--- config.mk ---
export PLATFORM = sky130hd
export DESIGN_NAME = pga_ctrl
export DESIGN_NICKNAME = d
export VERILOG_FILES = /design/src/sv/pga_pkg.sv /design/src/sv/pga_ctrl.sv
export SDC_FILE = /design/constraint.sdc
export NUM_CORES = 1
export LEC_CHECK = 0
export ABC_CLOCK_PERIOD_IN_PS = 3710
export CAP_MARGIN = 20
export CORE_ASPECT_RATIO = 1.2
export CORE_MARGIN = 2
export CORE_UTILIZATION = 33
export CTS_CLUSTER_SIZE = 10
export DETAILED_ROUTE_END_ITERATION = 8
export DONT_BUFFER_PORTS = 1
export GPL_TIMING_DRIVEN = 0
export PLACE_DENSITY = 0.46
export SYNTH_ARGS = -nofsm -noshare
export SYNTH_HDL_FRONTEND = slang
export SYNTH_SLANG_ARGS = --single-unit
--- constraint.sdc ---
create_clock -name clk -period 3.71 [get_ports clk]
set_clock_uncertainty 0.15 [all_clocks]
set_input_delay 0.5565 -clock clk [delete_from_list [all_inputs] [get_ports clk]]
set_output_delay 0.5565 -clock clk [all_outputs]
set_load 0.005 [all_outputs]
--- src/sv/pga_pkg.sv ---
// ----------------------------------------------------------------------------
// pga_pkg - shared types and constants for the proximity graph path finder
// Request and result layouts, controller/datapath command and status bundles.
// ----------------------------------------------------------------------------
package pga_pkg;

	localparam int MAX_NODES = 32;
	localparam int IDX_W     = $clog2(MAX_NODES);
	localparam int CNT_W     = IDX_W + 1;
	localparam int CRD_W     = 24;
	localparam int SQ_W      = CRD_W + 1;     // root of a squared distance
	localparam int D2_W      = 2 * SQ_W;      // squared distance, 16 frac bits
	localparam int LIM_W     = 25;
	localparam int COST_W    = 32;

	localparam logic [LIM_W-1:0] LIMIT_RST = LIM_W'(2560);

	// request action codes
	localparam logic [1:0] ACT_CLEAR = 2'd0;
	localparam logic [1:0] ACT_ADD   = 2'd1;
	localparam logic [1:0] ACT_FIND  = 2'd2;
	localparam logic [1:0] ACT_NONE  = 2'd3;

	// result status codes
	localparam logic [1:0] STS_POINT  = 2'd0;
	localparam logic [1:0] STS_NOPATH = 2'd1;
	localparam logic [1:0] STS_DONE   = 2'd2;
	localparam logic [1:0] STS_FULL   = 2'd3;

	typedef struct packed {
		logic [1:0]              action;
		logic signed [CRD_W-1:0] pos_x;
		logic signed [CRD_W-1:0] pos_y;
		logic signed [CRD_W-1:0] pos_z;
		logic signed [CRD_W-1:0] goal_x;
		logic signed [CRD_W-1:0] goal_y;
		logic signed [CRD_W-1:0] goal_z;
	} pga_req_t;

	typedef struct packed {
		logic [1:0]              status;
		logic [IDX_W-1:0]        node_index;
		logic signed [CRD_W-1:0] point_x;
		logic signed [CRD_W-1:0] point_y;
		logic signed [CRD_W-1:0] point_z;
		logic                    is_goal_point;
		logic                    last;
	} pga_res_t;

	typedef struct packed {
		logic signed [CRD_W-1:0] x;
		logic signed [CRD_W-1:0] y;
		logic signed [CRD_W-1:0] z;
	} pga_pt_t;

	typedef enum logic [1:0] {PA_HOLD, PA_POS, PA_GOAL, PA_NODE} pa_sel_t;
	typedef enum logic [2:0] {OK_DONE, OK_FULL, OK_NOPATH, OK_NODE, OK_GOAL} out_kind_t;
	typedef enum logic {CE_START, CE_UPD} ce_src_t;

	typedef struct packed {
		logic             in_ld;
		logic             node_we;
		logic [IDX_W-1:0] nw_addr;
		logic [IDX_W-1:0] nrd_addr;
		pa_sel_t          pa_sel;
		logic             best_ld;
		logic             sq_start;
		logic [IDX_W-1:0] ar_addr;
		logic             h_we;
		logic             ce_we;
		ce_src_t          ce_src;
		logic [IDX_W-1:0] ce_par;
		logic             flags_clr;
		logic             open_set;
		logic             open_clr;
		logic             hp_set;
		logic             sel_ld;
		logic             cost_ld;
		logic             t_ld;
		logic             pm_we;
		logic [IDX_W-1:0] pm_addr;
		logic [IDX_W-1:0] pm_data;
		logic             out_ld;
		out_kind_t        out_kind;
	} pga_cmd_t;

	typedef struct packed {
		logic             d2_lt;
		logic             in_range;
		logic             sq_done;
		logic             est_lt;
		logic             improve;
		logic             open_at;
		logic             hp_at;
		logic [IDX_W-1:0] parent;
		logic [IDX_W-1:0] prd;
		logic             out_free;
	} pga_sts_t;

	function automatic logic [COST_W-1:0] sat_add(input logic [COST_W-1:0] a,
			input logic [COST_W-1:0] b);
		logic [COST_W:0] s;
		s = {1'b0, a} + {1'b0, b};
		return s[COST_W] ? {COST_W{1'b1}} : s[COST_W-1:0];
	endfunction

endpackage

--- src/sv/pga_ctrl.sv ---
// ----------------------------------------------------------------------------
// pga_ctrl - sequencer for table updates, snapping, A* search and path output
// Holds node count and search indices; drives datapath commands.
// ----------------------------------------------------------------------------
module pga_ctrl (
	input  logic              clk,
	input  logic              arst_n,
	input  logic              req_valid,
	input  logic [1:0]        action,
	output logic              req_stall,
	input  pga_pkg::pga_sts_t sts,
	output pga_pkg::pga_cmd_t cmd
);
	import pga_pkg::*;

	typedef enum logic [4:0] {
		ST_IDLE, ST_WAIT, ST_SN_CMP, ST_CHK_SAME, ST_H_PA, ST_H_SQ, ST_H_WT,
		ST_INIT, ST_SEL_START, ST_SEL_CMP, ST_SEL_DONE, ST_EXP,
		ST_NB_START, ST_NB_CHK, ST_NB_SQ, ST_NB_UPD, ST_NB_NEXT,
		ST_PT_WR, ST_PT_RD, ST_EP_A, ST_EP_B, ST_EP_OUT,
		ST_EMIT_GOAL, ST_EMIT
	} state_t;

	state_t            state_q, ret_q;
	logic [1:0]        wt_q;
	logic [CNT_W-1:0]  cnt_q, k_q, km1;
	logic [IDX_W-1:0]  i_q, s_q, g_q, bi_q, cur_q, c_q, na_q, aa_q, nb;
	logic              found_q, phase_q;
	out_kind_t         kind_q;
	logic              last_i, snap_upd, take, not_full, do_upd;

	assign last_i   = (CNT_W'(i_q) + 1'b1) == cnt_q;
	assign snap_upd = (i_q == '0) || sts.d2_lt;
	assign nb       = snap_upd ? i_q : bi_q;
	assign take     = sts.open_at && (!found_q || sts.est_lt);
	assign not_full = cnt_q != CNT_W'(MAX_NODES);
	assign do_upd   = !((i_q == s_q) || sts.hp_at) || sts.improve;
	assign km1      = k_q - 1'b1;
	assign req_stall = state_q != ST_IDLE;

	always_ff @(posedge clk or negedge arst_n) begin
		if (!arst_n) begin
			state_q <= ST_IDLE;
			ret_q   <= ST_IDLE;
			wt_q    <= '0;
			cnt_q   <= '0;
			k_q     <= '0;
			i_q     <= '0;
			s_q     <= '0;
			g_q     <= '0;
			bi_q    <= '0;
			cur_q   <= '0;
			c_q     <= '0;
			na_q    <= '0;
			aa_q    <= '0;
			found_q <= 1'b0;
			phase_q <= 1'b0;
			kind_q  <= OK_DONE;
		end else begin
			unique case (state_q)
				ST_IDLE: begin
					if (req_valid) begin
						unique case (action)
							ACT_CLEAR: begin
								cnt_q   <= '0;
								kind_q  <= OK_DONE;
								state_q <= ST_EMIT;
							end
							ACT_ADD: begin
								if (not_full) begin
									cnt_q  <= cnt_q + 1'b1;
									kind_q <= OK_DONE;
								end else begin
									kind_q <= OK_FULL;
								end
								state_q <= ST_EMIT;
							end
							ACT_FIND: begin
								if (cnt_q == '0) begin
									kind_q  <= OK_NOPATH;
									state_q <= ST_EMIT;
								end else begin
									phase_q <= 1'b0;
									i_q     <= '0;
									na_q    <= '0;
									wt_q    <= 2'd2;
									ret_q   <= ST_SN_CMP;
									state_q <= ST_WAIT;
								end
							end
							ACT_NONE: ;
						endcase
					end
				end
				ST_WAIT: begin
					if (wt_q == '0) state_q <= ret_q;
					else wt_q <= wt_q - 1'b1;
				end
				ST_SN_CMP: begin
					bi_q <= nb;
					if (last_i) begin
						if (!phase_q) begin
							s_q     <= nb;
							phase_q <= 1'b1;
							i_q     <= '0;
							na_q    <= '0;
							wt_q    <= 2'd2;
							ret_q   <= ST_SN_CMP;
							state_q <= ST_WAIT;
						end else begin
							g_q     <= nb;
							state_q <= ST_CHK_SAME;
						end
					end else begin
						i_q     <= i_q + 1'b1;
						na_q    <= i_q + 1'b1;
						wt_q    <= 2'd2;
						ret_q   <= ST_SN_CMP;
						state_q <= ST_WAIT;
					end
				end
				ST_CHK_SAME: begin
					if (s_q == g_q) begin
						state_q <= ST_EMIT_GOAL;
					end else begin
						na_q    <= g_q;
						wt_q    <= '0;
						ret_q   <= ST_H_PA;
						state_q <= ST_WAIT;
					end
				end
				ST_H_PA: begin
					i_q     <= '0;
					na_q    <= '0;
					wt_q    <= 2'd2;
					ret_q   <= ST_H_SQ;
					state_q <= ST_WAIT;
				end
				ST_H_SQ: begin
					aa_q    <= i_q;
					state_q <= ST_H_WT;
				end
				ST_H_WT: begin
					if (sts.sq_done) begin
						if (last_i) begin
							aa_q    <= s_q;
							wt_q    <= '0;
							ret_q   <= ST_INIT;
						end else begin
							i_q     <= i_q + 1'b1;
							na_q    <= i_q + 1'b1;
							wt_q    <= 2'd2;
							ret_q   <= ST_H_SQ;
						end
						state_q <= ST_WAIT;
					end
				end
				ST_INIT: state_q <= ST_SEL_START;
				ST_SEL_START: begin
					found_q <= 1'b0;
					i_q     <= '0;
					aa_q    <= '0;
					wt_q    <= '0;
					ret_q   <= ST_SEL_CMP;
					state_q <= ST_WAIT;
				end
				ST_SEL_CMP: begin
					if (take) begin
						cur_q   <= i_q;
						found_q <= 1'b1;
					end
					if (last_i) begin
						state_q <= ST_SEL_DONE;
					end else begin
						i_q     <= i_q + 1'b1;
						aa_q    <= i_q + 1'b1;
						wt_q    <= '0;
						ret_q   <= ST_SEL_CMP;
						state_q <= ST_WAIT;
					end
				end
				ST_SEL_DONE: begin
					if (!found_q) begin
						kind_q  <= OK_NOPATH;
						state_q <= ST_EMIT;
					end else begin
						aa_q    <= cur_q;
						na_q    <= cur_q;
						wt_q    <= '0;
						ret_q   <= ST_EXP;
						state_q <= ST_WAIT;
					end
				end
				ST_EXP: begin
					if (cur_q == g_q) begin
						k_q     <= '0;
						c_q     <= g_q;
						aa_q    <= g_q;
						state_q <= ST_PT_WR;
					end else begin
						i_q     <= '0;
						state_q <= ST_NB_START;
					end
				end
				ST_NB_START: begin
					if (i_q == cur_q) begin
						state_q <= ST_NB_NEXT;
					end else begin
						na_q    <= i_q;
						aa_q    <= i_q;
						wt_q    <= 2'd2;
						ret_q   <= ST_NB_CHK;
						state_q <= ST_WAIT;
					end
				end
				ST_NB_CHK: state_q <= sts.in_range ? ST_NB_SQ : ST_NB_NEXT;
				ST_NB_SQ: begin
					if (sts.sq_done) state_q <= ST_NB_UPD;
				end
				ST_NB_UPD: state_q <= ST_NB_NEXT;
				ST_NB_NEXT: begin
					if (last_i) begin
						state_q <= ST_SEL_START;
					end else begin
						i_q     <= i_q + 1'b1;
						state_q <= ST_NB_START;
					end
				end
				ST_PT_WR: begin
					if (k_q == CNT_W'(MAX_NODES)) begin
						kind_q  <= OK_NOPATH;
						state_q <= ST_EMIT;
					end else begin
						k_q     <= k_q + 1'b1;
						state_q <= sts.hp_at ? ST_PT_RD : ST_EP_A;
					end
				end
				ST_PT_RD: begin
					c_q     <= sts.parent;
					aa_q    <= sts.parent;
					state_q <= ST_PT_WR;
				end
				ST_EP_A: state_q <= ST_EP_B;
				ST_EP_B: begin
					na_q    <= sts.prd;
					wt_q    <= '0;
					ret_q   <= ST_EP_OUT;
					state_q <= ST_WAIT;
				end
				ST_EP_OUT: begin
					if (sts.out_free) begin
						k_q     <= km1;
						state_q <= (k_q == CNT_W'(1)) ? ST_EMIT_GOAL : ST_EP_A;
					end
				end
				ST_EMIT_GOAL: begin
					if (sts.out_free) state_q <= ST_IDLE;
				end
				ST_EMIT: begin
					if (sts.out_free) state_q <= ST_IDLE;
				end
				default: state_q <= ST_IDLE;
			endcase
		end
	end

	always_comb begin
		cmd          = '0;
		cmd.pa_sel   = PA_HOLD;
		cmd.ce_src   = CE_START;
		cmd.out_kind = kind_q;
		cmd.nw_addr  = cnt_q[IDX_W-1:0];
		cmd.nrd_addr = na_q;
		cmd.ar_addr  = aa_q;
		cmd.ce_par   = cur_q;
		cmd.pm_data  = c_q;
		cmd.pm_addr  = (state_q == ST_PT_WR) ? k_q[IDX_W-1:0] : km1[IDX_W-1:0];
		unique case (state_q)
			ST_IDLE: begin
				cmd.in_ld   = req_valid;
				cmd.node_we = req_valid && (action == ACT_ADD) && not_full;
				if (req_valid && (action == ACT_FIND)) cmd.pa_sel = PA_POS;
			end
			ST_SN_CMP: begin
				cmd.best_ld = snap_upd;
				if (last_i && !phase_q) cmd.pa_sel = PA_GOAL;
			end
			ST_CHK_SAME: cmd.flags_clr = (s_q != g_q);
			ST_H_PA:     cmd.pa_sel = PA_NODE;
			ST_H_SQ:     cmd.sq_start = 1'b1;
			ST_H_WT:     cmd.h_we = sts.sq_done;
			ST_INIT: begin
				cmd.ce_we    = 1'b1;
				cmd.open_set = 1'b1;
			end
			ST_SEL_CMP:  cmd.sel_ld = take;
			ST_EXP: begin
				cmd.open_clr = 1'b1;
				cmd.cost_ld  = 1'b1;
				cmd.pa_sel   = PA_NODE;
			end
			ST_NB_CHK:   cmd.sq_start = sts.in_range;
			ST_NB_SQ:    cmd.t_ld = sts.sq_done;
			ST_NB_UPD: begin
				cmd.ce_we    = do_upd;
				cmd.ce_src   = CE_UPD;
				cmd.hp_set   = do_upd;
				cmd.open_set = do_upd;
			end
			ST_PT_WR:    cmd.pm_we = (k_q != CNT_W'(MAX_NODES));
			ST_EP_OUT: begin
				cmd.out_ld   = sts.out_free;
				cmd.out_kind = OK_NODE;
			end
			ST_EMIT_GOAL: begin
				cmd.out_ld   = sts.out_free;
				cmd.out_kind = OK_GOAL;
			end
			ST_EMIT:     cmd.out_ld = sts.out_free;
			default: ;
		endcase
	end

endmodule

==> results.py, run 1 <==
metrics = {
    "setup_path": {
        "cp.required_ns": 3.00,
        "regToRegSetupSlack_ns": 0.18,
        "rr_startpoint": "i_q[0]$_DFFE_PN0P_",
        "critPathMostFrequentCell": "buf_2",
        "reg2reg_to": "g_q[3]$_DFFE_PN0P_",
        "reg2regPathDepth": 9,
        "cp_num_cells": 7,
        "end_kind": "output pin",
        "crit_buf_inv": 5,
        "crit_arrival_ns": 2.90,
        "cp-start-kind": "register",
        "crit_slowest_cell": "nor3_1",
        "cp_max_fo": 10,
        "crit_chain": "clkbuf_1 > buf_2 > buf_2 > nor3_1 > buf_4 > nand3_1 > inv_1",
        "cp_slowest_stage_delay_ns": 0.68,
        "critical_path_class": "register to output pin",
        "critPathTopFamily": "buffers and inverters",
    },
    "clock_network": {
        "cts-buffers-inserted": 9,
        "root_buffer": "clkbuf_16",
        "clk_latency_ns": 0.35,
        "cts.sinks": 68,
        "clk_pin_slew_ns": 0.06,
        "clk_path_buf_depth": 2,
        "htree_num_levels": 3,
        "cts_tree": "built",
    },
    "min_path": {
        "hold_depth": 1,
        "hold_class": "input pin to register",
        "whs_endpoint": "bi_q[4]$_DFFE_PN0P_",
        "min_from": "sts[17]",
    },
    "synth": {
        "avgSynthCellArea_um2": 8.64,
        "synth_fp_nets": 650,
        "syn-cell-area_um2": 5290,
        "synthTopCellsByArea": "dfrtp_1, mux2_2, nand2_1",
        "synth_seq_area_share_pct": 32.2,
        "netlist.top_cell.by_area": "dfrtp_1",
        "ys_types": 71,
        "ys.flop_type": "dfrtp_1",
        "synthArstFlopShare_pct": 100,
        "ys_seq_elements": 68,
        "ys_warn_count": 0,
        "synth.top_cell.area_share_pct": 32.2,
        "synth-edff-count": 0,
        "synthCells": 612,
    },
    "final_layout": {
        "largestRegisters": "cnt_q: 6 flops, k_q: 6 flops",
        "nets": 667,
        "antenna_cells": 0,
        "drive_gt1_share_pct": 14.0,
        "area_growth_pct": 12.9,
        "fillers": 1672,
        "final_area_um2": 5970,
    },
    "placed_design": {
        "placed_area_um2": 5560,
        "port_buffers": 0,
        "hpwl_um": 15100,
        "place.gp.congestion": 0.978,
    },
    "floorplan": {
        "die-height_um": 143,
        "row_count": 50,
        "coreArea_um2": 15600,
        "ios": 75,
        "die_area_um2": 17100,
        "die_w_um": 120,
        "initial_utilization_pct": 33.8,
    },
    "pwr": {
        "vdd_drop_max_v": 0.000254,
        "powerDensity_nw_per_um2": 783,
        "p_leak_nw": 2.56,
    },
    "global_route": {
        "grt_overflow": 0,
        "grt_pass1_vias": 4985,
        "grt_max_degree": 69,
        "track_usage_pct": 23.5,
        "antenna_found_initial": 0,
        "grt_pass1_wl_um": 30400,
    },
    "timing": {
        "slew_headroom_pct": 30.6,
        "setup_viol": 0,
        "max_freq_mhz": 278,
        "holdWs_ns": 0.239,
        "report.final.slew_viol_count": 0,
        "hold_violations": 0,
        "rsz0062_at_grt": "false",
        "period_minus_slack_ns": 3.60,
        "period_share_pct": 97.1,
        "worst_pin_slew_ns": 1.02,
    },
    "run_status": {
        "status": "completed",
    },
    "detailed_routing": {
        "wl_per_cell_um": 23.5,
        "first_pass_iters": 5,
        "totalWireLength_um": 19800,
        "via_count": 5057,
        "drc": 0,
        "ant_nets": 0,
        "via_per_inst": 6.01,
        "drt_iter0_drc": 420,
    },
    "run": {
        "max-cap-violations": 0,
    },
}
[synth_stat cells (all sizes together), types with 9 or more instances]
| cell | number |
|---|---|
| a21oi | 19 |
| a22oi | 15 |
| buf | 23 |
| clkbuf | 21 |
| dfrtp | 68 |
| ha | 15 |
| inv | 21 |
| mux2 | 29 |
| nand2 | 62 |
| nand2b | 12 |
| nand3 | 21 |
| nor2 | 42 |
| nor2b | 10 |
| nor3 | 21 |
| o21ai | 41 |
| o22ai | 9 |
| xnor2 | 18 |
| xor2 | 17 |
[worst register-to-register path, stage by stage, from the launching register on]
cell,delay [ns]
dfrtp_1,0.35
buf_4,0.22
clkinvlp_4,0.25
ha_4,0.39
xnor2_1,0.13
o211a_1,0.17
nand4b_1,0.26
nor2_1,0.67
nand3_1,0.44
mux2_2,0.39
[through the flow]
stage	worst slack (ns)	utilization (%)	instances	total power, mW	setup TNS (ns)
6_report	0.107	38.2	842	4.67	0
5_1_grt	0.00905	38.2	842	4.97	0
4_1_cts	0.00652	38.0	841	4.62	0
3_5_place_dp	-0.164	35.5	822	3.60	-0.164
3_3_place_gp	-0.109	35.5	820	3.61	-0.109
2_1_floorplan	0.672	-	612	2.86	0
[timing repair]
action	in CTS	in global routing
setup buffers	1	2
hold buffers	2	0
pin swaps	1	1
cloned	0	0
hold endpoints to repair	68	0
endpoints found under the setup margin	1	15
resized for setup	3	1
[final cells by class]
| class | count | area, um^2 | area share, % |
|---|---|---|---|
| multi-input combinational | 476 | 3290 | 55.1 |
| sequential | 68 | 1700 | 28.5 |
| tap | 208 | 260 | 4.36 |
| clock buffer | 9 | 225 | 3.77 |
| buffer | 42 | 214 | 3.58 |
| clock inverter | 7 | 105 | 1.76 |
| inverter | 24 | 93.8 | 1.57 |
| timing repair buffer | 8 | 77.6 | 1.30 |
[routing by layer]
layer | GRT usage [%] | share of wire (%)
met1 | 28.5 | 40
met2 | 40.2 | 49
met3 | 6.71 | 8.9
met4 | 7.80 | 2.7
met5 | 0 | 0
[power by group]
| part | internal, mW | leakage (nW) | switching (mW) | total, mW |
|---|---|---|---|---|
| registers | 0.941 | 0.903 | 0.207 | 1.15 |
| clock network | 0.599 | 0.159 | 0.370 | 0.969 |
| logic | 0.931 | 1.50 | 1.62 | 2.55 |
[how the worst max path moves through the flow]
stage | from | slack [ns] | endpoint
after global placement | i_q[0]$_DFFE_PN0P_ | -0.11 | cmd[38]
after global routing | i_q[0]$_DFFE_PN0P_ | 0.009 | cmd[38]
after CTS | state_q[2]$_DFFE_PN0P_ | 0.007 | cmd[28]
after floorplan | i_q[0]$_DFFE_PN0P_ | 0.67 | cmd[38]
final | state_q[4]$_DFFE_PN0P_ | 0.11 | cmd[17]
after detailed placement | i_q[0]$_DFFE_PN0P_ | -0.16 | cmd[38]
[cells in the final DEF (no fill, tap or decap), drive strengths merged, types with 5 or more instances in the layout]
| cell | instances |
|---|---|
| nand3 | 21 |
| o22ai | 9 |
| dfrtp | 68 |
| o21ai | 41 |
| o31ai | 5 |
| a211oi | 6 |
| mux2i | 8 |
| nor3 | 21 |
| nand3b | 7 |
| nor2 | 42 |
| clkbuf | 29 |
| a21oi | 19 |
| buf | 29 |
| nand2 | 62 |
| nand2b | 12 |
| nor4 | 5 |
| mux2 | 29 |
| a31oi | 8 |
| a221o | 5 |
| and3 | 8 |
| nand4 | 7 |
| nor3b | 5 |
| inv | 23 |
| xor2 | 17 |
| xnor2 | 18 |
| o211ai | 6 |
| a22oi | 15 |
| a2111oi | 6 |
| or2 | 7 |
| a22o | 8 |
| nor2b | 10 |
| ha | 15 |
| a2bb2oi | 5 |
[cells by family (layout without fill, tap and decap cells)]
family / Yosys count / in the layout / share of synthesized area [%]
buffers and inverters: 68 / 90 / 5.89
AND/OR/NAND/NOR: 218 / 218 / 21.1
multiplexers: 37 / 37 / 7.69
XOR/XNOR: 36 / 36 / 6.25
AO/OA/AOI/OAI: 170 / 170 / 23.3
flip-flops: 68 / 68 / 32.2
adder cells (fa/ha/maj): 15 / 15 / 3.55
Power figures use the tool's default switching activity.
==> run 2, diff against run 1 <==
Settings changed: CORE_MARGIN 2 to 8.
==> results.py, run 2 (synthesis results as in run 1) <==
metrics = {
    "pwr": {
        "p_leak_nw": 2.54,
        "vdd_drop_max_v": 0.000227,
        "powerDensity_nw_per_um2": 777,
    },
    "final_layout": {
        "area_growth_pct": 12.4,
        "final_area_um2": 5940,
        "largestRegisters": "cnt_q: 6 flops, k_q: 6 flops",
        "nets": 665,
        "drive_gt1_share_pct": 13.9,
        "most-common-layout-cells": "dfrtp_1, nand2_1, nor2_1",
        "final_common_cell": "dfrtp_1",
        "post-route-util_pct": 38.0,
        "antenna_cells": 0,
        "finalNonFillerCells": 840,
    },
    "setup_path": {
        "cp_max_fo": 10,
        "reg2reg_to": "g_q[1]$_DFFE_PN0P_",
        "regToRegSetupSlack_ns": 0.28,
        "reg2regPathDepth": 9,
        "crit_end": "cmd[38]",
        "crit_slowest_cell": "ha_4",
        "crit_start": "i_q[0]$_DFFE_PN0P_",
        "crit_arrival_ns": 2.86,
        "cp-start-kind": "register",
        "crit_chain": "buf_4 > clkinvlp_4 > ha_4 > xnor2_1 > o211a_1 > nand4b_1 > or2_1 > buf_6 > nor3_4 > or2_2",
        "cp.required_ns": 3.00,
        "end_kind": "output pin",
        "cp_slowest_stage_delay_ns": 0.39,
        "critical_path_class": "register to output pin",
        "rr_startpoint": "i_q[0]$_DFFE_PN0P_",
    },
    "placed_design": {
        "placed_area_um2": 5570,
        "dp.cells": 823,
        "port_buffers": 0,
        "place.gp.congestion": 0.987,
        "hpwl_um": 15700,
    },
    "detailed_routing": {
        "totalWireLength_um": 20400,
        "drc": 0,
        "via_per_inst": 6.00,
        "drt_iter0_drc": 484,
        "first_pass_iters": 6,
        "ant_nets": 0,
        "wl_per_cell_um": 24.2,
        "via_count": 5042,
    },
    "timing": {
        "slew_headroom_pct": 34.0,
        "period_share_pct": 96.1,
        "period_minus_slack_ns": 3.56,
        "report.final.slew_viol_count": 0,
        "holdWs_ns": 0.236,
        "setup_viol": 0,
        "max_freq_mhz": 281,
        "hold_violations": 0,
        "rsz0062_at_grt": "false",
        "worst_pin_slew_ns": 0.981,
    },
    "run_status": {
        "status": "completed",
    },
    "global_route": {
        "track_usage_pct": 19.9,
        "grt_max_degree": 69,
        "grt_pass1_wl_um": 31300,
        "grt_pass1_vias": 5003,
        "grt_overflow": 0,
        "antenna_found_initial": 0,
    },
    "clock_network": {
        "clk_path_buf_depth": 2,
        "clk_pin_slew_ns": 0.06,
        "clk_latency_ns": 0.35,
        "htree_num_levels": 3,
        "cts.sinks": 68,
        "cts-buffers-inserted": 9,
        "root_buffer": "clkbuf_16",
        "cts_tree": "built",
    },
    "floorplan": {
        "ios": 75,
        "row_count": 50,
        "die_w_um": 132,
        "die_area_um2": 20300,
        "coreArea_um2": 15600,
        "die-height_um": 155,
        "initial_utilization_pct": 33.8,
    },
    "min_path": {
        "hold_class": "input pin to register",
        "hold_depth": 1,
    },
    "run": {
        "max-cap-violations": 0,
    },
}
## run 2: how the worst min path moves through the flow
stage                     slack, ns                endpoint  startpoint
after floorplan                0.11     aa_q[0]$_DFFE_PN0P_      arst_n
after global placement         0.11  state_q[4]$_DFFE_PN0P_      arst_n
after detailed placement       0.12  state_q[4]$_DFFE_PN0P_      arst_n
after CTS                      0.23     bi_q[4]$_DFFE_PN0P_     sts[17]
after global routing           0.23     bi_q[4]$_DFFE_PN0P_     sts[17]
final                          0.24     bi_q[4]$_DFFE_PN0P_     sts[17]
## run 2: where the power goes
part	internal (mW)	switching, mW
Sequential	0.941	0.214
Clock	0.532	0.375
Combinational	0.916	1.64
## run 2: what timing repair did
action                                  in CTS  in global routing
pin swaps                                    1                  0
hold endpoints to repair                    68                  0
hold buffers                                 2                  0
endpoints found under the setup margin       2                  2
resized for setup                            1                  4
setup buffers                                1                  0
## run 2: area by class of cell
cell class,count,area (um^2)
buffer,42,214
multi-input combinational,476,3300
tap,208,260
clock inverter,7,82.6
clock buffer,9,225
inverter,24,93.8
sequential,68,1700
timing repair buffer,6,67.6
fill,1655,9700
## run 2: metrics by stage
| stage | setup TNS, ns | worst slack [ns] | total power [mW] |
|---|---|---|---|
| after floorplan | 0 | 0.672 | 2.86 |
| after global routing | 0 | 0.00232 | 4.91 |
| final | 0 | 0.146 | 4.62 |
| after global placement | -0.104 | -0.104 | 3.64 |
| after CTS | 0 | 0.0167 | 4.58 |
| after detailed placement | -0.123 | -0.123 | 3.63 |
## run 2: routing by layer
| layer | global-route usage, % | vias up | part of all wire [%] |
|---|---|---|---|
| met3 | 4.89 | 48 | 8.8 |
| met4 | 9.42 | 0 | 4.2 |
| met1 | 23.5 | 2462 | 39 |
| li1 | - | 2279 | - |
| met5 | 0 | - | 0 |
| met2 | 33.5 | 253 | 48 |
## run 2: critical path, delay by kind of cell, from the launching register on
family                   cells  cell delay (ns)
buffers and inverters        3             0.60
adder cells (fa/ha/maj)      1             0.39
AND/OR/NAND/NOR              4             0.87
XOR/XNOR                     1             0.14
AO/OA/AOI/OAI                1             0.16
flip-flops                   1             0.34
